## src/design/tsg_pkg.sv

```systemverilog
// Shared types and constants for the tempo step gate.
`default_nettype none

package tsg_pkg;

    // Operand and product widths of the shared multiplier.
    localparam int unsigned MUL_A_W = 33;
    localparam int unsigned MUL_B_W = 18;
    localparam int unsigned PROD_W  = MUL_A_W + MUL_B_W;

    // Unity in Q1.16 and the lowest legal step count.
    localparam logic [16:0] UNITY     = 17'h10000;
    localparam logic [4:0]  MIN_STEPS = 5'd4;

    // Configuration register indexes.
    localparam logic [2:0] CFG_GATE_ENABLE  = 3'd0;
    localparam logic [2:0] CFG_STEP_COUNT   = 3'd1;
    localparam logic [2:0] CFG_STEP_PATTERN = 3'd2;
    localparam logic [2:0] CFG_PHASE_STEP   = 3'd3;
    localparam logic [2:0] CFG_ATTACK       = 3'd4;
    localparam logic [2:0] CFG_RELEASE      = 3'd5;
    localparam logic [2:0] CFG_MIX_AMOUNT   = 3'd6;

    // Current configuration as seen by the sequencer.
    typedef struct packed {
        logic        gate_enable;
        logic [4:0]  step_count;
        logic [15:0] step_pattern;
        logic [31:0] phase_step;
        logic [15:0] attack_coefficient;
        logic [15:0] release_coefficient;
        logic [16:0] mix_amount;
    } t_cfg;

endpackage

`default_nettype wire

```

## src/design/tsg_regs.sv

```systemverilog
// Configuration register file of the tempo step gate.
`default_nettype none

module tsg_regs (
    input  wire logic        i_clk,
    input  wire logic        i_rst_n,
    input  wire logic        i_cfg_valid,
    output logic             o_cfg_ready,
    input  wire logic [2:0]  i_cfg_index,
    input  wire logic [31:0] i_cfg_data,
    output tsg_pkg::t_cfg    o_cfg
);
    import tsg_pkg::*;

    t_cfg r_cfg;

    // Writes are always taken; an index past the list is dropped.
    assign o_cfg_ready = 1'b1;
    assign o_cfg       = r_cfg;

    always_ff @(posedge i_clk) begin
        if (!i_rst_n) begin
            r_cfg.gate_enable         <= 1'b1;
            r_cfg.step_count          <= 5'd8;
            r_cfg.step_pattern        <= 16'hAAAA;
            r_cfg.phase_step          <= 32'd178957;
            r_cfg.attack_coefficient  <= 16'd6554;
            r_cfg.release_coefficient <= 16'd6554;
            r_cfg.mix_amount          <= UNITY;
        end else if (i_cfg_valid) begin
            case (i_cfg_index)
                CFG_GATE_ENABLE:  r_cfg.gate_enable         <= i_cfg_data[0];
                CFG_STEP_COUNT:   r_cfg.step_count          <= i_cfg_data[4:0];
                CFG_STEP_PATTERN: r_cfg.step_pattern        <= i_cfg_data[15:0];
                CFG_PHASE_STEP:   r_cfg.phase_step          <= i_cfg_data;
                CFG_ATTACK:       r_cfg.attack_coefficient  <= i_cfg_data[15:0];
                CFG_RELEASE:      r_cfg.release_coefficient <= i_cfg_data[15:0];
                CFG_MIX_AMOUNT:   r_cfg.mix_amount          <= i_cfg_data[16:0];
                default: begin
                end
            endcase
        end
    end

endmodule

`default_nettype wire

```

## src/design/tsg_mul.sv

```systemverilog
// Shared signed multiplier with a registered product.
`default_nettype none

module tsg_mul (
    input  wire logic                                i_clk,
    input  wire logic signed [tsg_pkg::MUL_A_W-1:0]  i_a,
    input  wire logic signed [tsg_pkg::MUL_B_W-1:0]  i_b,
    output logic signed      [tsg_pkg::PROD_W-1:0]   o_prod
);
    import tsg_pkg::*;

    logic signed [PROD_W-1:0] r_prod;

    // One product per cycle, registered before any use.
    // Both operands are widened first so the full product is kept.
    always_ff @(posedge i_clk) begin
        r_prod <= PROD_W'(i_a) * PROD_W'(i_b);
    end

    assign o_prod = r_prod;

endmodule

`default_nettype wire

```

## src/design/tsg_seq.sv

```systemverilog
// Sequencer and datapath: phase, step index, envelope smoother, gain and scaling.
`default_nettype none

module tsg_seq #(
    parameter int PATTERN_STEPS = 16,
    parameter int SAMPLE_BITS   = 24
) (
    input  wire logic                               i_clk,
    input  wire logic                               i_rst_n,
    input  wire tsg_pkg::t_cfg                      i_cfg,
    input  wire logic                               i_valid,
    output logic                                    o_ready,
    input  wire logic signed [SAMPLE_BITS-1:0]      i_left_sample,
    input  wire logic signed [SAMPLE_BITS-1:0]      i_right_sample,
    input  wire logic                               i_load_phase,
    input  wire logic [31:0]                        i_start_phase,
    output logic signed      [tsg_pkg::MUL_A_W-1:0] o_mul_a,
    output logic signed      [tsg_pkg::MUL_B_W-1:0] o_mul_b,
    input  wire logic signed [tsg_pkg::PROD_W-1:0]  i_prod,
    input  wire logic                               i_out_free,
    output logic                                    o_res_valid,
    output logic signed      [SAMPLE_BITS-1:0]      o_left_out,
    output logic signed      [SAMPLE_BITS-1:0]      o_right_out,
    output logic [16:0]                             o_gain_value,
    output logic [3:0]                              o_step_index
);
    import tsg_pkg::*;

    localparam logic [3:0] ST_IDLE  = 4'd0;
    localparam logic [3:0] ST_IDX   = 4'd1;
    localparam logic [3:0] ST_ENV   = 4'd2;
    localparam logic [3:0] ST_UPD   = 4'd3;
    localparam logic [3:0] ST_GAIN  = 4'd4;
    localparam logic [3:0] ST_GSUM  = 4'd5;
    localparam logic [3:0] ST_LEFT  = 4'd6;
    localparam logic [3:0] ST_RIGHT = 4'd7;
    localparam logic [3:0] ST_FIN   = 4'd8;

    localparam logic [4:0] MAX_STEPS = 5'(PATTERN_STEPS);
    localparam int unsigned EXT_W    = MUL_A_W - SAMPLE_BITS;

    logic [3:0]                    r_state, n_state;
    logic [31:0]                   r_phase, n_phase;
    logic [16:0]                   r_env, n_env;
    logic signed [SAMPLE_BITS-1:0] r_left, n_left;
    logic signed [SAMPLE_BITS-1:0] r_right, n_right;
    logic signed [SAMPLE_BITS-1:0] r_left_out, n_left_out;
    logic [3:0]                    r_idx, n_idx;
    logic [16:0]                   r_diff, n_diff;
    logic                          r_up, n_up;
    logic [16:0]                   r_gain, n_gain;

    logic [4:0]  steps;
    logic [16:0] mix_c;
    logic [3:0]  idx_now;
    logic        open_bit;
    logic [16:0] diff_now;
    logic [33:0] round_sum;
    logic [17:0] delta;
    logic [16:0] delta_c;
    logic [33:0] gain_sum;
    logic [17:0] gain_raw;

    // Clamped configuration values.
    always_comb begin
        if (i_cfg.step_count < MIN_STEPS) begin
            steps = MIN_STEPS;
        end else if (i_cfg.step_count > MAX_STEPS) begin
            steps = MAX_STEPS;
        end else begin
            steps = i_cfg.step_count;
        end
        mix_c = (i_cfg.mix_amount > UNITY) ? UNITY : i_cfg.mix_amount;
    end

    // Step lookup, smoother and gain terms taken from the registered product.
    always_comb begin
        idx_now   = i_prod[35:32];
        open_bit  = i_cfg.step_pattern[idx_now];
        diff_now  = open_bit ? (UNITY - r_env) : r_env;
        round_sum = 34'(i_prod[33:0]) + 34'd32768;
        delta     = round_sum[33:16];
        delta_c   = (delta > {1'b0, r_diff}) ? r_diff : delta[16:0];
        gain_sum  = 34'(i_prod[33:0]) + {1'b0, UNITY - mix_c, 16'd0} + 34'd32768;
        gain_raw  = gain_sum[33:16];
    end

    // Operand selection for the shared multiplier.
    always_comb begin
        case (r_state)
            ST_IDX: begin
                o_mul_a = {1'b0, r_phase};
                o_mul_b = {13'd0, steps};
            end
            ST_ENV: begin
                o_mul_a = {17'd0, (open_bit && (r_env != UNITY)) ?
                           i_cfg.attack_coefficient : i_cfg.release_coefficient};
                o_mul_b = {1'b0, diff_now};
            end
            ST_GAIN: begin
                o_mul_a = {16'd0, r_env};
                o_mul_b = {1'b0, mix_c};
            end
            ST_LEFT: begin
                o_mul_a = {{EXT_W{r_left[SAMPLE_BITS-1]}}, r_left};
                o_mul_b = {1'b0, r_gain};
            end
            ST_RIGHT, ST_FIN: begin
                o_mul_a = {{EXT_W{r_right[SAMPLE_BITS-1]}}, r_right};
                o_mul_b = {1'b0, r_gain};
            end
            default: begin
                o_mul_a = '0;
                o_mul_b = '0;
            end
        endcase
    end

    // Next-state and datapath updates.
    always_comb begin
        n_state    = r_state;
        n_phase    = r_phase;
        n_env      = r_env;
        n_left     = r_left;
        n_right    = r_right;
        n_left_out = r_left_out;
        n_idx      = r_idx;
        n_diff     = r_diff;
        n_up       = r_up;
        n_gain     = r_gain;
        case (r_state)
            ST_IDLE: begin
                if (i_valid) begin
                    n_left  = i_left_sample;
                    n_right = i_right_sample;
                    if (i_cfg.gate_enable) begin
                        n_phase = (i_load_phase ? i_start_phase : r_phase) +
                                  i_cfg.phase_step;
                        n_state = ST_IDX;
                    end else begin
                        // Bypass: unity gain leaves the samples unchanged.
                        n_gain  = UNITY;
                        n_idx   = 4'd0;
                        n_state = ST_LEFT;
                    end
                end
            end
            ST_IDX: begin
                n_state = ST_ENV;
            end
            ST_ENV: begin
                n_idx   = idx_now;
                n_diff  = diff_now;
                n_up    = open_bit;
                n_state = ST_UPD;
            end
            ST_UPD: begin
                n_env   = r_up ? (r_env + delta_c) : (r_env - delta_c);
                n_state = ST_GAIN;
            end
            ST_GAIN: begin
                n_state = ST_GSUM;
            end
            ST_GSUM: begin
                n_gain  = (gain_raw > {1'b0, UNITY}) ? UNITY : gain_raw[16:0];
                n_state = ST_LEFT;
            end
            ST_LEFT: begin
                n_state = ST_RIGHT;
            end
            ST_RIGHT: begin
                n_left_out = i_prod[SAMPLE_BITS+15:16];
                n_state    = ST_FIN;
            end
            ST_FIN: begin
                if (i_out_free) begin
                    n_state = ST_IDLE;
                end
            end
            default: begin
                n_state = ST_IDLE;
            end
        endcase
    end

    // Control state and smoother state take reset; payload does not.
    always_ff @(posedge i_clk) begin
        if (!i_rst_n) begin
            r_state <= ST_IDLE;
            r_phase <= '0;
            r_env   <= '0;
        end else begin
            r_state <= n_state;
            r_phase <= n_phase;
            r_env   <= n_env;
        end
    end

    always_ff @(posedge i_clk) begin
        r_left     <= n_left;
        r_right    <= n_right;
        r_left_out <= n_left_out;
        r_idx      <= n_idx;
        r_diff     <= n_diff;
        r_up       <= n_up;
        r_gain     <= n_gain;
    end

    assign o_ready      = (r_state == ST_IDLE);
    assign o_res_valid  = (r_state == ST_FIN) && i_out_free;
    assign o_left_out   = r_left_out;
    assign o_right_out  = i_prod[SAMPLE_BITS+15:16];
    assign o_gain_value = r_gain;
    assign o_step_index = r_idx;

endmodule

`default_nettype wire

```

## src/design/tempo_step_gate.sv

```systemverilog
// Top level of the tempo step gate: registers, sequencer, multiplier, result register.
//
//   channel   direction  handshake                   payload
//   input     in         i_valid / o_ready           left, right, load_phase, start_phase
//   result    out        o_valid / i_ready           left_out, right_out, gain, step_index
//   config    in         i_cfg_valid / o_cfg_ready   i_cfg_index, i_cfg_data
//
// A gated request makes the single multiplier do five passes (step index, smoother,
// gain, left, right) before the next request can be accepted; a bypassed request
// makes only the left and right passes. The result is offered from the result register
// once the sequencer leaves its final state.
// Synchronous active-low reset clears the phase, the envelope and all handshakes.
// A result held by a stalled consumer blocks only the end of the following request.
`default_nettype none

module tempo_step_gate #(
    parameter int PATTERN_STEPS = 16,
    parameter int SAMPLE_BITS   = 24
) (
    input  wire logic                          i_clk,
    input  wire logic                          i_rst_n,
    input  wire logic                          i_valid,
    output logic                               o_ready,
    input  wire logic signed [SAMPLE_BITS-1:0] i_left_sample,
    input  wire logic signed [SAMPLE_BITS-1:0] i_right_sample,
    input  wire logic                          i_load_phase,
    input  wire logic [31:0]                   i_start_phase,
    output logic                               o_valid,
    input  wire logic                          i_ready,
    output logic signed      [SAMPLE_BITS-1:0] o_left_out,
    output logic signed      [SAMPLE_BITS-1:0] o_right_out,
    output logic [16:0]                        o_gain_value,
    output logic [3:0]                         o_step_index,
    input  wire logic                          i_cfg_valid,
    output logic                               o_cfg_ready,
    input  wire logic [2:0]                    i_cfg_index,
    input  wire logic [31:0]                   i_cfg_data
);
    import tsg_pkg::*;

    t_cfg                          cfg;
    logic signed [MUL_A_W-1:0]     mul_a;
    logic signed [MUL_B_W-1:0]     mul_b;
    logic signed [PROD_W-1:0]      prod;
    logic                          out_free;
    logic                          res_valid;
    logic signed [SAMPLE_BITS-1:0] res_left;
    logic signed [SAMPLE_BITS-1:0] res_right;
    logic [16:0]                   res_gain;
    logic [3:0]                    res_idx;

    logic                          r_out_valid;
    logic signed [SAMPLE_BITS-1:0] r_left_out;
    logic signed [SAMPLE_BITS-1:0] r_right_out;
    logic [16:0]                   r_gain_value;
    logic [3:0]                    r_step_index;

    tsg_regs u_regs (
        .i_clk       (i_clk),
        .i_rst_n     (i_rst_n),
        .i_cfg_valid (i_cfg_valid),
        .o_cfg_ready (o_cfg_ready),
        .i_cfg_index (i_cfg_index),
        .i_cfg_data  (i_cfg_data),
        .o_cfg       (cfg)
    );

    tsg_mul u_mul (
        .i_clk  (i_clk),
        .i_a    (mul_a),
        .i_b    (mul_b),
        .o_prod (prod)
    );

    tsg_seq #(
        .PATTERN_STEPS (PATTERN_STEPS),
        .SAMPLE_BITS   (SAMPLE_BITS)
    ) u_seq (
        .i_clk          (i_clk),
        .i_rst_n        (i_rst_n),
        .i_cfg          (cfg),
        .i_valid        (i_valid),
        .o_ready        (o_ready),
        .i_left_sample  (i_left_sample),
        .i_right_sample (i_right_sample),
        .i_load_phase   (i_load_phase),
        .i_start_phase  (i_start_phase),
        .o_mul_a        (mul_a),
        .o_mul_b        (mul_b),
        .i_prod         (prod),
        .i_out_free     (out_free),
        .o_res_valid    (res_valid),
        .o_left_out     (res_left),
        .o_right_out    (res_right),
        .o_gain_value   (res_gain),
        .o_step_index   (res_idx)
    );

    // The result register is free when empty or being drained this cycle.
    assign out_free = !r_out_valid || i_ready;

    always_ff @(posedge i_clk) begin
        if (!i_rst_n) begin
            r_out_valid <= 1'b0;
        end else if (res_valid) begin
            r_out_valid <= 1'b1;
        end else if (i_ready) begin
            r_out_valid <= 1'b0;
        end
    end

    always_ff @(posedge i_clk) begin
        if (res_valid) begin
            r_left_out   <= res_left;
            r_right_out  <= res_right;
            r_gain_value <= res_gain;
            r_step_index <= res_idx;
        end
    end

    assign o_valid      = r_out_valid;
    assign o_left_out   = r_left_out;
    assign o_right_out  = r_right_out;
    assign o_gain_value = r_gain_value;
    assign o_step_index = r_step_index;

endmodule

`default_nettype wire

```

## config.mk

```make
export PLATFORM = sky130hd
export DESIGN_NAME = tempo_step_gate
export DESIGN_NICKNAME = d
export VERILOG_FILES = /design/src/design/tsg_pkg.sv /design/src/design/tsg_regs.sv /design/src/design/tsg_mul.sv /design/src/design/tsg_seq.sv /design/src/design/tempo_step_gate.sv
export SDC_FILE = /design/constraint.sdc
export NUM_CORES = 2
export LEC_CHECK = 0
export CORE_ASPECT_RATIO = 0.8
export CORE_UTILIZATION = 45
export DETAILED_ROUTE_END_ITERATION = 12
export DONT_BUFFER_PORTS = 1
export PLACE_DENSITY_LB_ADDON = 0.25
export SYNTH_ARGS = -nofsm -noshare
export SYNTH_HDL_FRONTEND = slang
export SYNTH_HIERARCHICAL = 1
export SYNTH_SLANG_ARGS = --single-unit
```

## constraint.sdc

```tcl
create_clock -name i_clk -period 10.3 [get_ports i_clk]
set_input_delay 2.06 -clock i_clk [delete_from_list [all_inputs] [get_ports i_clk]]
set_output_delay 2.06 -clock i_clk [all_outputs]
set_load 0.005 [all_outputs]
```

After elaboration in Yosys (flattened, before gate mapping)

Index checks and enable logic that the tools add are counted.

Bits in registers: 377
Bits in latches: 0
Bits in writable memories: 0
ROM bits: 0
Output and inout bits: 72
Logic and storage cells: 104
Memories: 0

$add $sub $neg: 8
$mul: 1
Div/mod/pow operators: 0
$lt $le $gt $ge: 6
Equality and inequality tests: 18
Shift-type cells: 0
Mux-type cells: 25
Bitwise gates (word level): 0
Reduce and logical (&&, ||, !) cells: 23

Operator list:

| operator                                                                           | count |
|---|---|
| 33-bit case mux with 5 select lines                                                | 1 |
| 17-bit two-way mux                                                                 | 7 |
| 34-bit by 16-bit adder with 34-bit output (second input constant)                  | 2 |
| 17-bit case mux with 4 select lines                                                | 1 |
| 33-bit by 18-bit multiplier with 40-bit output                                     | 1 |
| 4-bit case mux with 9 select lines                                                 | 1 |
| 34-bit by 33-bit adder with 34-bit output                                          | 1 |
| 17-bit case mux with 2 select lines                                                | 1 |
| 17-bit subtractor (first input constant)                                           | 2 |
| 32-bit adder                                                                       | 1 |
| 32-bit two-way mux                                                                 | 1 |
| 18-bit by 17-bit greater-than comparator with 1-bit output                         | 1 |
| 18-bit by 17-bit greater-than comparator with 1-bit output (second input constant) | 1 |
| 2-bit AND reduction                                                                | 9 |
| 17-bit adder                                                                       | 1 |
| 17-bit greater-than comparator (second input constant)                             | 1 |
| 17-bit != test (second input constant)                                             | 1 |
| 17-bit subtractor                                                                  | 1 |
| 4-bit by 3-bit equality test with 1-bit output (second input constant)             | 4 |
| 16-bit two-way mux                                                                 | 1 |
| 4-bit two-way mux                                                                  | 4 |
| 5-bit two-way mux                                                                  | 2 |
| 3-bit equality test (second input constant)                                        | 3 |
| 3-bit AND reduction                                                                | 3 |
| other kinds (22)                                                                   | 30 |

Logic depth before layout (Yosys ltp)

Word-level depth: 8
Gate-level depth with buffers: 36
Gate-level depth less buffers: 33

Hierarchy

Netlist, hierarchy kept.

By module, submodules not included:

| module          | times used | cells each | area an instance (um2) |
|---|---|---|---|
| tsg_mul         | 1          | 2375       | 21515.6 |
| tsg_seq         | 1          | 1357       | 12565.8 |
| tsg_regs        | 1          | 398        | 4073.9 |
| tempo_step_gate | 1          | 73         | 2120.8 |

Worst setup path after synthesis

No wires, ideal clock.

Path type: register -> register
Start point: reg u_mul.r_prod[32] (netlist: u_mul/o_prod[32])
End point: reg, netlist name u_mul/o_prod[49]
Setup time: 0.106 ns
Data arrival time: 8.431 ns
Slack: 1.763 ns
Stages on the path, launching flop included: 33
Buffers on the path: 3
Period minus slack after synthesis: 8.537 ns
Cells stage by stage: dfxtp_1 clkbuf_1 mux4_2 mux4_2 buf_1 nand2_1 o21ai_0 a222oi_1 nand2_1 clkbuf_1 and2_1 fa_1 inv_1 fa_1 inv_1 ha_1 inv_1 fa_1 inv_1 fa_1 inv_1 fa_1 inv_1 ha_1 a21o_1 a21o_1 a21o_1 a21o_1 a21o_1 a21oi_1 nand3b_1 a31o_2 o311ai_0

RTL lines:

| what                   | line          | text |
|---|---|---|
| start, declared        | tsg_mul.sv:12 | `logic signed [PROD_W-1:0] r_prod;` |
| start signal, assigned | tsg_mul.sv:17 | `r_prod <= PROD_W'(i_a) * PROD_W'(i_b);` |

Final worst setup path

Start point: reg u_regs.r_cfg, in the netlist u_regs/o_cfg[1]
End point: reg u_mul.r_prod[38] (netlist: u_mul/o_prod[38])

Cells in the longest elaborated chain, start to end: 4

Ends and longest elaborated chain:

| what                                           | line                  | text |
|---|---|---|
| start, declared                                | tsg_regs.sv:15        | `t_cfg r_cfg;` |
| 17-bit greater-than comparator                 | tsg_seq.sv:73         | `mix_c = (i_cfg.mix_amount > UNITY) ? UNITY : i_cfg.mix_amount;` |
| 17-bit two-way mux                             | tsg_seq.sv:73         |  |
| 17-bit case mux with 4 select lines            | tsg_seq.sv:90         | `case (r_state)` |
| net mul_b[5]                                   | tempo_step_gate.sv:43 | `logic signed [MUL_B_W-1:0] mul_b;` |
| 33-bit by 18-bit multiplier with 40-bit output | tsg_mul.sv:17         |  |

The timed path passes the listed nets, and every way through them passes these cells.
A chain may end at the register's enable or synchronous reset.

==> results.sh <==
export IMPL_setup_viol=0
export IMPL_path_class="reg -> reg"
export IMPL_max_stage_delay_ns=0.77
export IMPL_cts_clk_slew_worst_paths_ns=0.07
export IMPL_numCtsBuffers=38
export IMPL_dp_hpwl_mm=81.1
export IMPL_ir_worst_vdd_mv=0.122
export IMPL_layout_nets=4483
export IMPL_hold_end="o_left_out[5]"
export IMPL_p_leak_nw=17.2
export IMPL_dieArea_mm2=0.0817
export IMPL_grt_pass1_vias=25900
export IMPL_grtUsageTotal=0.257
export IMPL_synth_avg_cell_area_um2=9.52
export IMPL_die_h_um=256
export IMPL_setup_tns_final_ns=0
export IMPL_netlist_area_mm2=0.0362
export IMPL_hold_buffers=0
export IMPL_totalWireLength_mm=104
export IMPL_io_buffer_count=0
export IMPL_post_route_drc_count=0
export IMPL_fp_dieW_um=319
export IMPL_gp_congestion=0.974
export IMPL_status="complete, no violations"
export IMPL_via_per_inst=5.52
export IMPL_drive_gt1_frac=0.0583
export IMPL_nFillCells=7417
export IMPL_antenna_found_initial=10
export IMPL_syn2layout_area_growth_pct=5.84
export IMPL_htreeDepth=2
export IMPL_rr_worst_depth=29
export IMPL_cts_tree="built"
export IMPL_syn_num_nets=4598
export IMPL_hp_start="u_seq/o_left_out[5]"
export IMPL_hold_path_depth=0
export IMPL_required_ns=10.75
export IMPL_crit_fanout=22
export IMPL_cts_max_path_buffers=3
export IMPL_place_inst=4686
export IMPL_root_buffer="clkbuf_16"
export IMPL_fin_crit_ns=9.42
export IMPL_layout_cells_most_common="inv_1"
export IMPL_final_cell_count_no_fill=4759
export IMPL_finalMaxSlewViolations=0
export IMPL_wl_per_cell_um=21.9
export IMPL_via_count=26300
export IMPL_io_pins=193
export IMPL_cpMostUsedCell="fa_1"
export IMPL_core_mm2=0.0792
export IMPL_ys_warn_count=6
export IMPL_final_cell_mix="inv_1, nand2_1, fa_1"
export IMPL_grt_pass1_wl_mm=161
export IMPL_antenna_left=0
export IMPL_grt_overflow=0
export IMPL_crit_path_top_delay_cell="inv_1"
export IMPL_maxCapViolations=0
export IMPL_postCtsSetupBuffers=0
export IMPL_clock_skew_ns=0.0293
export IMPL_rows=92
export IMPL_syn_inst=3807
export IMPL_dr_pass1_iters=7
export IMPL_clkSinkCount=362
export IMPL_reg2reg_slack_ns=0.88
export IMPL_grt_max_degree=210
export IMPL_cts_resized_gates=0
export IMPL_worst_hold_slack_ns=0.413
export IMPL_initial_core_util=0.458
export IMPL_slew_headroom=0.148
export IMPL_timing_rr_end="u_mul/o_prod[38]"
export IMPL_crit_arrival_ns=9.87
export IMPL_drt_iter0_drc=2696
export IMPL_rsz0062_at_grt="no"
export IMPL_max_slew_worst_pin_slew_ns=1.27
export IMPL_insertion_delay_ns=0.57
export IMPL_critPathCaptureType="register"
export IMPL_rr_startpoint="u_regs/o_cfg[1]"
export IMPL_p_per_area_mw_per_mm2=167
export IMPL_hold_class="reg -> reg"
export IMPL_period_share=0.914
export IMPL_worstSetupStartpointType="register"
export IMPL_fmax_mhz=106
export IMPL_hold_viol_final=0
cell type report:
cell class                      count  area, um2  area share
Clock buffer                       46       1030      0.0269
Antenna cell                        5       12.5    0.000326
Tap cell                         1034       1290      0.0337
Inverter                          619       2320      0.0606
Sequential cell                   362       9050       0.236
Timing Repair Buffer               62        465      0.0121
Clock inverter                     22        273     0.00711
Multi-Input combinational cell   2609      23900       0.623
how the worst max path moves through the flow:
| stage | from | to | slack, ns | cells past startpoint |
|---|---|---|---|---|
| CTS | u_regs/o_cfg[1] | u_mul/o_prod[32] | 0.98 | 28 |
| global placement | u_regs/o_cfg[2] | u_mul/o_prod[32] | 1.07 | 28 |
| finish | u_regs/o_cfg[1] | u_mul/o_prod[38] | 0.88 | 29 |
| global route | u_regs/o_cfg[0] | u_mul/o_prod[32] | 0.41 | 28 |
| detailed placement | u_mul/o_prod[32] | u_mul/o_prod[32] | 1.01 | 26 |
| floorplan | u_mul/o_prod[32] | u_mul/o_prod[32] | 2.00 | 30 |
through the flow:
| stage | area [um2] | util | power [mW] | setup slack (ns) |
|---|---|---|---|---|
| finish | 38400 | 0.484 | 6.39 | 0.882 |
| global route | 38300 | 0.484 | 6.78 | 0.411 |
| CTS | 38300 | 0.484 | 6.37 | 0.981 |
| detailed placement | 37000 | 0.468 | 4.88 | 1.01 |
| global placement | 37000 | 0.468 | 4.87 | 1.07 |
| floorplan | 36200 | - | 4.03 | 2.00 |
report_power, final:
part / internal (mW) / total, mW / switching [mW] / leakage, nW
combinational: 1.05 / 2.93 / 1.89 / 13.4
clock: 0.854 / 1.48 / 0.631 / 0.647
sequential: 1.73 / 1.97 / 0.244 / 3.12
sequential cells by signal, summed over array words and instances, names as in the netlist, 24 cells and up:
name,flops
u_regs/o_cfg,103
u_seq/r_phase,32
u_mul/o_prod,25
o_left_out,24
o_right_out,24
u_seq/o_left_out,24
u_seq/r_left,24
u_seq/r_right,24
worst max-delay path, delay by kind of cell, from the launching register on:
| family | cells | cell delay [ns] |
|---|---|---|
| xor gates and xnor gates | 1 | 0.12 |
| and+or+nand+nor | 9 | 2.78 |
| buffers and inverters | 6 | 1.31 |
| AOI/OAI and AO/OA | 6 | 1.11 |
| DFF | 1 | 0.35 |
| adders and majority gates | 7 | 3.58 |
metal layers:
| layer | vias to the layer above | wire length (um) | global-route usage |
|---|---|---|---|
| met5 | - | 69 | 0 |
| li1 | 12000 | - | - |
| met2 | 1039 | 43100 | 0.370 |
| met4 | 10 | 1580 | 0.0419 |
| met1 | 13100 | 49700 | 0.392 |
| met3 | 121 | 9790 | 0.0631 |
No activity file was read; power rests on OpenSTA's default activity.
